===== src/hdl/srpd_pkg.sv =====
// Shared types and constants for the sprite RLE palette decoder.
package srpd_pkg;

  localparam int PALETTE_DEPTH_DEF = 256;
  localparam int COLOR_W           = 6;
  localparam int RGB_W             = 3 * COLOR_W;
  localparam logic [9:0] COL_MAX   = 10'd511;

  typedef enum logic [1:0] {
    FUNC_PALETTE = 2'd0,
    FUNC_START   = 2'd1,
    FUNC_DATA    = 2'd2,
    FUNC_NONE    = 2'd3
  } func_t;

  localparam logic KIND_PIXEL = 1'b0;
  localparam logic KIND_DONE  = 1'b1;

  localparam logic REG_WIDTH  = 1'b0;
  localparam logic REG_HEIGHT = 1'b1;

  typedef struct packed {
    logic       valid;
    logic       kind;
    logic [7:0] x;
    logic [7:0] y;
    logic       pal_ok;
  } res_t;

endpackage


===== src/hdl/srpd_palette.sv =====
// Palette memory: one write port, one registered read port.
module srpd_palette
  import srpd_pkg::*;
#(
  parameter int PaletteDepth = PALETTE_DEPTH_DEF
) (
  input  logic                            clk,
  input  logic                            wr_en,
  input  logic [$clog2(PaletteDepth)-1:0] wr_addr,
  input  logic [RGB_W-1:0]                wr_data,
  input  logic                            rd_en,
  input  logic [$clog2(PaletteDepth)-1:0] rd_addr,
  output logic [RGB_W-1:0]                rd_data
);

  logic [RGB_W-1:0] mem [PaletteDepth];

  always_ff @(posedge clk) begin
    if (wr_en) begin
      mem[wr_addr] <= wr_data;
    end
  end

  always_ff @(posedge clk) begin
    if (rd_en) begin
      rd_data <= mem[rd_addr];
    end
  end

endmodule


===== src/hdl/srpd_ctrl.sv =====
// Position and run state; decides the result of each accepted word.
module srpd_ctrl
  import srpd_pkg::*;
#(
  parameter int PaletteDepth = PALETTE_DEPTH_DEF
) (
  input  logic       clk,
  input  logic       rst,
  input  logic       accept,
  input  func_t      func,
  input  logic [7:0] data_byte,
  input  logic [7:0] sprite_width,
  input  logic [7:0] sprite_height,
  output res_t       res
);

  logic [7:0] cur_row, cur_row_next;
  logic [8:0] cur_col, cur_col_next;
  logic [6:0] run_left, run_left_next;
  logic       decoding, decoding_next;

  logic [9:0] skip;
  logic [9:0] col_sum;
  logic [7:0] row_inc;

  assign skip    = {2'b00, ~data_byte} + 10'd1;
  assign col_sum = {1'b0, cur_col} + skip;
  assign row_inc = cur_row + 8'd1;

  always_comb begin
    cur_row_next  = cur_row;
    cur_col_next  = cur_col;
    run_left_next = run_left;
    decoding_next = decoding;
    res.valid     = 1'b0;
    res.kind      = KIND_PIXEL;
    res.x         = '0;
    res.y         = '0;
    res.pal_ok    = 32'(data_byte) < PaletteDepth;
    case (func)
      FUNC_START: begin
        cur_row_next  = '0;
        cur_col_next  = '0;
        run_left_next = '0;
        decoding_next = 1'b1;
        if (sprite_height == 8'd0) begin
          decoding_next = 1'b0;
          res.valid     = 1'b1;
          res.kind      = KIND_DONE;
        end
      end
      FUNC_DATA: begin
        if (decoding) begin
          if (run_left != 7'd0) begin
            run_left_next = run_left - 7'd1;
            if (cur_col < {1'b0, sprite_width}) begin
              res.valid    = 1'b1;
              res.x        = cur_col[7:0];
              res.y        = cur_row;
              cur_col_next = cur_col + 9'd1;
            end
          end else if (data_byte[7]) begin
            cur_col_next = (col_sum > COL_MAX) ? COL_MAX[8:0] : col_sum[8:0];
          end else if (data_byte == 8'd0) begin
            cur_col_next = '0;
            cur_row_next = row_inc;
            if (row_inc >= sprite_height) begin
              decoding_next = 1'b0;
              res.valid     = 1'b1;
              res.kind      = KIND_DONE;
            end
          end else begin
            run_left_next = data_byte[6:0];
          end
        end
      end
      default: ;
    endcase
  end

  always_ff @(posedge clk) begin
    if (rst) begin
      cur_row  <= '0;
      cur_col  <= '0;
      run_left <= '0;
      decoding <= 1'b0;
    end else if (accept) begin
      cur_row  <= cur_row_next;
      cur_col  <= cur_col_next;
      run_left <= run_left_next;
      decoding <= decoding_next;
    end
  end

endmodule


===== src/hdl/sprite_rle_palette_decoder_core.sv =====
// The result of an accepted input word is registered in the s1 stage, then in the output register.
// Throughput: one input word per cycle unless the output stalls with both stages full;
// the single palette read port is the only shared resource and is used once per word.
// Reset (rst, synchronous): position, run, decoding flag, registers and pipeline
// valids clear; palette contents are left as they were.
module sprite_rle_palette_decoder_core
  import srpd_pkg::*;
#(
  parameter int PaletteDepth = PALETTE_DEPTH_DEF
) (
  input  logic        clk,
  input  logic        rst,
  input  logic        s_axis_tvalid,
  output logic        s_axis_tready,
  // [7:0] palette_index, [13:8] palette_red, [19:14] palette_green,
  // [25:20] palette_blue, [33:26] data_byte, [39:34] zero
  input  logic [39:0] s_axis_tdata,
  // [1:0] func
  input  logic [1:0]  s_axis_tuser,
  output logic        m_axis_tvalid,
  input  logic        m_axis_tready,
  // [7:0] pixel_x, [15:8] pixel_y, [23:16] out_red, [31:24] out_green,
  // [39:32] out_blue
  output logic [39:0] m_axis_tdata,
  // [0] kind
  output logic        m_axis_tuser,
  input  logic        cfg_valid,
  output logic        cfg_ready,
  input  logic        cfg_index,
  input  logic [7:0]  cfg_data
);

  localparam int AddrW = $clog2(PaletteDepth);

  logic [7:0] sprite_width, sprite_height;

  logic       accept;
  logic       s1_adv;
  func_t      func;
  logic [7:0] palette_index;
  logic [7:0] data_byte;
  logic [RGB_W-1:0] wr_rgb;
  logic [RGB_W-1:0] rd_rgb;
  res_t       res;

  logic       s1_valid;
  res_t       s1_res;

  logic       out_valid;
  logic       out_kind;
  logic [39:0] out_data;
  logic [RGB_W-1:0] rgb_sel;

  assign func          = func_t'(s_axis_tuser);
  assign palette_index = s_axis_tdata[7:0];
  assign wr_rgb        = {s_axis_tdata[13:8], s_axis_tdata[19:14], s_axis_tdata[25:20]};
  assign data_byte     = s_axis_tdata[33:26];

  assign s1_adv        = !s1_valid || !out_valid || m_axis_tready;
  assign s_axis_tready = s1_adv;
  assign accept        = s_axis_tvalid && s1_adv;
  assign cfg_ready     = 1'b1;

  always_ff @(posedge clk) begin
    if (rst) begin
      sprite_width  <= '0;
      sprite_height <= '0;
    end else if (cfg_valid) begin
      case (cfg_index)
        REG_WIDTH:  sprite_width  <= cfg_data;
        REG_HEIGHT: sprite_height <= cfg_data;
        default: ;
      endcase
    end
  end

  srpd_ctrl #(.PaletteDepth(PaletteDepth)) u_ctrl (
    .clk           (clk),
    .rst           (rst),
    .accept        (accept),
    .func          (func),
    .data_byte     (data_byte),
    .sprite_width  (sprite_width),
    .sprite_height (sprite_height),
    .res           (res)
  );

  srpd_palette #(.PaletteDepth(PaletteDepth)) u_palette (
    .clk     (clk),
    .wr_en   (accept && func == FUNC_PALETTE && 32'(palette_index) < PaletteDepth),
    .wr_addr (palette_index[AddrW-1:0]),
    .wr_data (wr_rgb),
    .rd_en   (s1_adv),
    .rd_addr (data_byte[AddrW-1:0]),
    .rd_data (rd_rgb)
  );

  always_ff @(posedge clk) begin
    if (rst) begin
      s1_valid <= 1'b0;
    end else if (s1_adv) begin
      s1_valid <= accept && res.valid;
    end
  end

  always_ff @(posedge clk) begin
    if (s1_adv) begin
      s1_res <= res;
    end
  end

  assign rgb_sel = (s1_res.kind == KIND_PIXEL && s1_res.pal_ok) ? rd_rgb : '0;

  always_ff @(posedge clk) begin
    if (rst) begin
      out_valid <= 1'b0;
    end else if (!out_valid || m_axis_tready) begin
      out_valid <= s1_valid;
    end
  end

  always_ff @(posedge clk) begin
    if (s1_valid && (!out_valid || m_axis_tready)) begin
      out_kind <= s1_res.kind;
      out_data <= {rgb_sel[5:0], 2'b00, rgb_sel[11:6], 2'b00, rgb_sel[17:12], 2'b00,
                   s1_res.y, s1_res.x};
    end
  end

  assign m_axis_tvalid = out_valid;
  assign m_axis_tdata  = out_data;
  assign m_axis_tuser  = out_kind;

endmodule


===== config.mk =====
export PLATFORM = sky130hd
export DESIGN_NAME = sprite_rle_palette_decoder_core
export DESIGN_NICKNAME = d
export VERILOG_FILES = /design/src/hdl/srpd_pkg.sv /design/src/hdl/srpd_palette.sv /design/src/hdl/srpd_ctrl.sv /design/src/hdl/sprite_rle_palette_decoder_core.sv
export SDC_FILE = /design/constraint.sdc
export NUM_CORES = 2
export LEC_CHECK = 0
export BUFFER_PORTS_ARGS = -buffer_cell sky130_fd_sc_hd__buf_4
export CORE_MARGIN = 2
export CORE_UTILIZATION = 50
export DETAILED_ROUTE_END_ITERATION = 8
export PLACE_DENSITY = 0.66
export SYNTH_ARGS = -nofsm -noshare
export SYNTH_HDL_FRONTEND = slang
export SYNTH_MEMORY_MAX_BITS = 65536
export SYNTH_SLANG_ARGS = --single-unit
export TNS_END_PERCENT = 20

===== constraint.sdc =====
create_clock -name clk -period 4 [get_ports clk]
set_input_delay 0.2 -clock clk [delete_from_list [all_inputs] [get_ports clk]]
set_output_delay 0.2 -clock clk [all_outputs]
set_load 0.05 [all_outputs]

==> Word-level counts from Yosys, hierarchy flattened <==
Memory sizes are Yosys's and may differ from the RTL's. A register that Yosys moved wholly into a read port is not among the register bits.
Index checks and enable logic that the tools add are counted.
{ "classes": {"n_addsub": 5, "magnitude_cmp": 3, "eq_ne": 10, "muxes": 37, "bitwise": 2, "reduce_logical": 21} }
{ "ops": {"columns": ["cell", "count"], "rows": [
  ["$mux W9", 6],
  ["$mux W16", 2],
  ["$mux W8", 4],
  ["$mux W7", 4],
  ["$mux W18", 1],
  ["$pmux W9 S2", 1],
  ["$logic_not A8 Y1", 2],
  ["$pmux W8 S2", 1],
  ["$pmux W7 S2", 1],
  ["$mux W1", 11],
  ["$add A9 B10 Y10", 1],
  ["$gt A10 B9 Y1 const B", 1],
  ["$reduce_and A5 Y1", 2],
  ["$add A8 B1 Y9 const B", 1],
  ["$add A9 B1 Y9 const B", 1],
  ["$lt A9 B8 Y1", 1],
  ["$add A8 B1 Y8 const B", 1],
  ["$ge A8 B8 Y1", 1],
  ["$mux W2", 4],
  ["$not A8 Y8", 1],
  ["$reduce_bool A7 Y1", 1],
  ["$sub A7 B1 Y7 const B", 1],
  ["$ne A3 B2 Y1 const B", 2],
  ["$reduce_and A2 Y1", 3],
  ["other kinds (16)", 24]
]} }
{ "totals": {"reg_bits": 95, "ramBits": 4608, "in_bits": 56, "elab_cells": 93, "n_memories": 1} }
{ "memory_table": {"columns": ["name", "depth", "width", "read_ports", "rd_clocked_by_memory_dff", "write_ports", "line_no", "source"], "rows": [
  ["u_palette.mem", 256, 18, 1, 1, 1, "srpd_palette.sv:16", "logic [RGB_W-1:0] mem [PaletteDepth];"]
]} }

==> Logic depth before layout (Yosys ltp) <==
{ "depth": {"word_depth": 9, "ltp_mapped": 18, "ltp_nobuf": 12} }

==> Modules after synthesis <==
From an unflattened synthesis, not the netlist that was laid out.
{ "unflattened": {"cells_unflattened": 8775, "hier_area_um2": 183567.3} }
{ "modules_own_cells": {"columns": ["module", "n_inst", "cells_per_inst", "area_per_inst_um2"], "rows": [
  ["srpd_palette", 1, 8281, 178402.4],
  ["srpd_ctrl", 1, 339, 2591.2],
  ["sprite_rle_palette_decoder_core", 1, 155, 2573.7]
]} }

==> Worst setup path after synthesis <==
OpenSTA, ideal clock, no wires.
{ "synth_path": {"path_kind": "flip-flop to flip-flop", "from": "reg out_valid (netlist: m_axis_tvalid)", "to": "mem u_palette.mem[118][0] (netlist name) (enable)", "setup_time_ps": 393, "arrival_ps": 3744, "t_required_ps": 3607, "setup_slack_ps": -136, "stages_incl_launch_ff": 8, "n_path_buf": 1, "synth_period_minus_slack_ps": 4136, "path_cell_list": "dfxtp_1 -> nand3b_1 -> and2_1 -> nand2_1 -> nor3_1 -> nand3_1 -> clkbuf_1 -> nor2_1"} }
{ "synth_between": {"elab_chain_len": 7} }
{ "synth_rtl": {"columns": ["item", "line_no", "source"], "rows": [
  ["start, declared", "sprite_rle_palette_decoder_core.sv:49", "logic out_valid;"],
  ["start signal, assigned", "sprite_rle_palette_decoder_core.sv:118", "out_valid <= s1_valid;"],
  ["$logic_not A1 Y1", "sprite_rle_palette_decoder_core.sv:59", "assign s1_adv = !s1_valid || !out_valid || m_axis_tready;"],
  ["$logic_or A1 B1 Y1 (2 in series)", "sprite_rle_palette_decoder_core.sv:59", null],
  ["named net s_axis_tready", "sprite_rle_palette_decoder_core.sv:14", "output logic s_axis_tready,"],
  ["$logic_and A1 B1 Y1", "sprite_rle_palette_decoder_core.sv:61", "assign accept = s_axis_tvalid && s1_adv;"],
  ["$logic_and A1 B1 Y1", "sprite_rle_palette_decoder_core.sv:90", ".wr_en (accept && func == FUNC_PALETTE && 32'(palette_index) < PaletteDepth),"],
  ["$mux W1", "srpd_palette.sv:19", "if (wr_en) begin"],
  ["$mux W1 (implied by the code)", "srpd_palette.sv:20", "mem[wr_addr] <= wr_data;"],
  ["end, declared", "srpd_palette.sv:16", null]
]} }
The timed path passes the listed nets, and every way through them passes these cells.

==> summary.md <==
The max capacitance violation total was 0; the end-of-flow core utilization was 0.5740. On the critical path, the stage with the largest delay is an instance of nor4_1. The number of slew-limit violations in the final report was 0. The worst hold path belongs to the class in2reg.

Wire segments on met3 add up to 48.15 mm in the final route. The share of the synthesized area in the top cell type is 0.7777, and the overall global routing resource usage is 0.2570. The clock reaches the later pin of the worst-skew pair after 1.00 ns.

Share of layout cells above drive strength 1: 0.2839. The tools report the nature of the critical path startpoint as an input pin. The number of buffers inserted by port buffering came out at 86. After legalization and detailed placement, the total HPWL measured 284.5 mm. Yosys attributes the largest share of cell area to edfxtp_1 (78%), mux4_2 (14%), mux2i_1 (1.1%).

The run gives 0.5028 as the initial cell density of the core. Routed signal wires occupy layers up through met5. TritonCTS built the clock tree. The worst path arrival time is 4.81 ns, and the async set-or-reset flop fraction in the synthesized netlist is 0. At the worst endpoint, the required time is 4.81 ns. Once detail routing completed, the nets flagged for antenna violations numbered 0. For the pin with the worst max-slew slack, the measured transition is 1.458 ns.

For the clock tree buffer depth, the log shows 4. Counting distinct cell types in the post-synthesis netlist gives 70. The run gives 0.7825 as the portion of the post-synthesis area used by sequential elements. The kind of cell with the highest combined delay along the critical path is buffers and inverters. The die width is 605.1 um. The run finished with clean final reports. The dominant register cell in the synthesized netlist is edfxtp_1.

The post-synthesis area per instance was 22.29 um2. Between clock sinks in the finished design, the worst skew comes to 0.06678 ns. The run gives 100 as the number of primary I/O pins. Counting I/O delays and the setup requirement, the final critical path takes 3.999 ns. After synthesis the netlist holds a flip-flop and latch count of 4721. The number of nets in the layout came out at 9011.

For this design, the sink count on the clock tree is 4721. After detailed routing, the number of vias per cell comes to 6.406. The clock edge transition at the registers on the reported setup and hold paths is 0.07 ns, and the number of vias in the routed layout is 90164.

The signal on the critical path passes through dlygate4sd3_1, buf_16, buf_4, mux4_2, o22ai_1, or4_1, nor4_1, buf_4, nand3_1, buf_4, a211oi_1. The count of TritonRoute iterations in the first routing pass was 5; the final-report setup violation count was 0. Cell chosen for the clock root: clkbuf_16.

The instance count of the mapped netlist was 8103. Static timing analysis puts the maximum clock frequency at 0.2500 GHz. The run gives 13242 as the DRC marker count from the first detailed-route iteration. The run gives 89188 as the number of global-route vias before repair. The floorplan has 220 rows. Number of antenna violations at the first check in global routing: 33. The leading area contributor after synthesis was edfxtp_1. Final routed DRC violation total: 0.

The worst setup path is of the in2reg kind. The count of final hold-check violations was 0; the number of standard cells in the final layout excluding fillers was 14074. The cell that appears most often on the critical path is buf_4. The run gives 64.96 nW as the static power due to leakage. Setup repair after global routing left no endpoint under its margin. Pin count of the biggest net entering global routing: 153.

The run gives 5 as the count of H-tree levels built during CTS. In this run the cell area of the synthesized design comes to 180600 um2. After detailed routing, the wire length on met1 is 183.4 mm. After floorplanning, the core was sized to cover 359200 um2.

The first-pass GRT wire length is 666.6 mm. The sum of met2 wire segment lengths after detailed routing was 224.4 mm. For this design the ratio of total power to cell area is 488.8 nW/um2. VDD sags by at most 0.4085 mV. The number of CTS-inserted buffers was 459. Along the worst path, the maximum fanout reaches 48.

At the end of routability-driven placement, the weighted congestion stood at 0.8728. For this run, the number of Yosys warnings is 0. The synthesized design contains 4678 enable-type register cells. For the total overflow reported by the global router, the log shows 0.

Critical path buffer and inverter count: 5. The number of cells after detailed placement is 13168. The die covers 366100 um2. The routed design has 473.4 mm of wire.

The average wire length per cell after detail routing came out at 33.64 um. STA classifies the critical path endpoint as a register. The tools report the relative max-transition margin as 0.02796. The final cycle utilization of the critical path is 0.9998. The die outline height works out to 605.1 um. The area growth from synthesis to layout came out at 14.15%. On the worst path, the slowest cell contributes a delay of 1.14 ns.
## stage by stage
step	TNS [ns]	cell area, um2	setup slack (ns)	hold slack, ns	power [mW]
2_1_floorplan	-157.65	180700	-0.1363	0.2989	57.92
3_3_place_gp	-0.6715	191300	-0.3546	0.4072	60.31
3_5_place_dp	-0.5473	191300	-0.2848	0.4054	60.42
4_1_cts	0	206200	0.09329	0.001825	101.3
5_1_grt	0	206200	0.04591	0.03429	103.4
6_report	0	206200	0.0007119	0.06455	100.8
## cell type report
cell class,instances,area (um2)
clock buffer,573,12090
tap,4773,5972
fill,25549,153000
inverter,30,120.1
sequential,4721,141300
antenna,13,32.53
clock inverter,254,2123
timing repair buffer,825,7422
multi-input combinational,2885,37090
## layer usage
layer,GRT usage,up-vias
li1,-,36188
met1,0.3632,48173
met2,0.4034,5040
met3,0.05332,755
met4,0.08708,8
met5,0,-
## worst min-delay path: cells and delay by family
family | cells | cell delay (ns)
buf+inv | 2 | 0.67
simple gates | 1 | 0.07
compound gates | 1 | 0.06
## synth_stat cells (49+ instances only)
master    instances
a22oi_1         178
nor2_1          295
mux2i_1         205
a221oi_1         51
a211oi_1         90
clkbuf_1        210
mux4_2         1111
nand3_1          79
a21oi_1          78
buf_2           116
o21ai_0          49
a22o_1           52
buf_4            83
o22ai_1         164
nand2_1         127
nor3_1           86
edfxtp_1       4678
## cells by family after synthesis
group / count (synthesis) / synth area share
compound gates: 772 / 0.03037
xor+xnor: 17 / 0.0008243
fa+ha+maj: 33 / 0.002327
buf+inv: 502 / 0.01459
flops: 4721 / 0.7825
mux: 1323 / 0.1507
other cells: 2 / 0.00004158
simple gates: 733 / 0.01873
## power breakdown
part	switching [mW]	leakage (nW)	internal, mW
combinational	3.14	15.6	1.75
sequential	0.101	42.4	54.4
clock	18.1	6.96	23.3
## path summary, 6_finish.rpt
check | startpoint | to | slack, ns | cells past startpoint
setup reg to reg | m_axis_tvalid | u_palette.mem[112][12] | 0.33 | 10
hold reg to reg | s1_res[2] | m_axis_tdata[9] | 0.42 | 0
setup / recovery | s_axis_tdata[26] | u_palette.rd_data[15] | 0.0007 | 11
hold / removal | cfg_data[7] | sprite_height[7] | 0.06 | 4
## cells in the final DEF (no fill, tap or decap), drive strengths merged, types with 80 or more instances in the layout
cell type  count
a211oi        90
a22oi        178
buf          759
clkbuf       573
clkinv       203
edfxtp      4678
mux2i        205
mux4        1115
nand2        128
nand3         80
nor2         295
nor3          86
o22ai        164
## sequential cells by signal, summed over array words and instances, names as in the netlist
| signal | cells |
|---|---|
| u_palette.mem | 4608 |
| m_axis_tdata | 34 |
| u_palette.rd_data | 18 |
| s1_res | 17 |
| u_ctrl.cur_col | 9 |
| sprite_height | 8 |
| sprite_width | 8 |
| u_ctrl.cur_row | 8 |
| u_ctrl.run_left | 7 |
| m_axis_tuser | 1 |
| m_axis_tvalid | 1 |
| s1_valid | 1 |
| u_ctrl.decoding | 1 |
## what timing repair did
item	CTS	global route
endpoints found under the hold margin	1722	0
buffers inserted	0	0
resized for setup	0	1
setup endpoints to repair	0	1
hold buffers	66	0
Note: power is estimated with default switching activity, not from simulation.
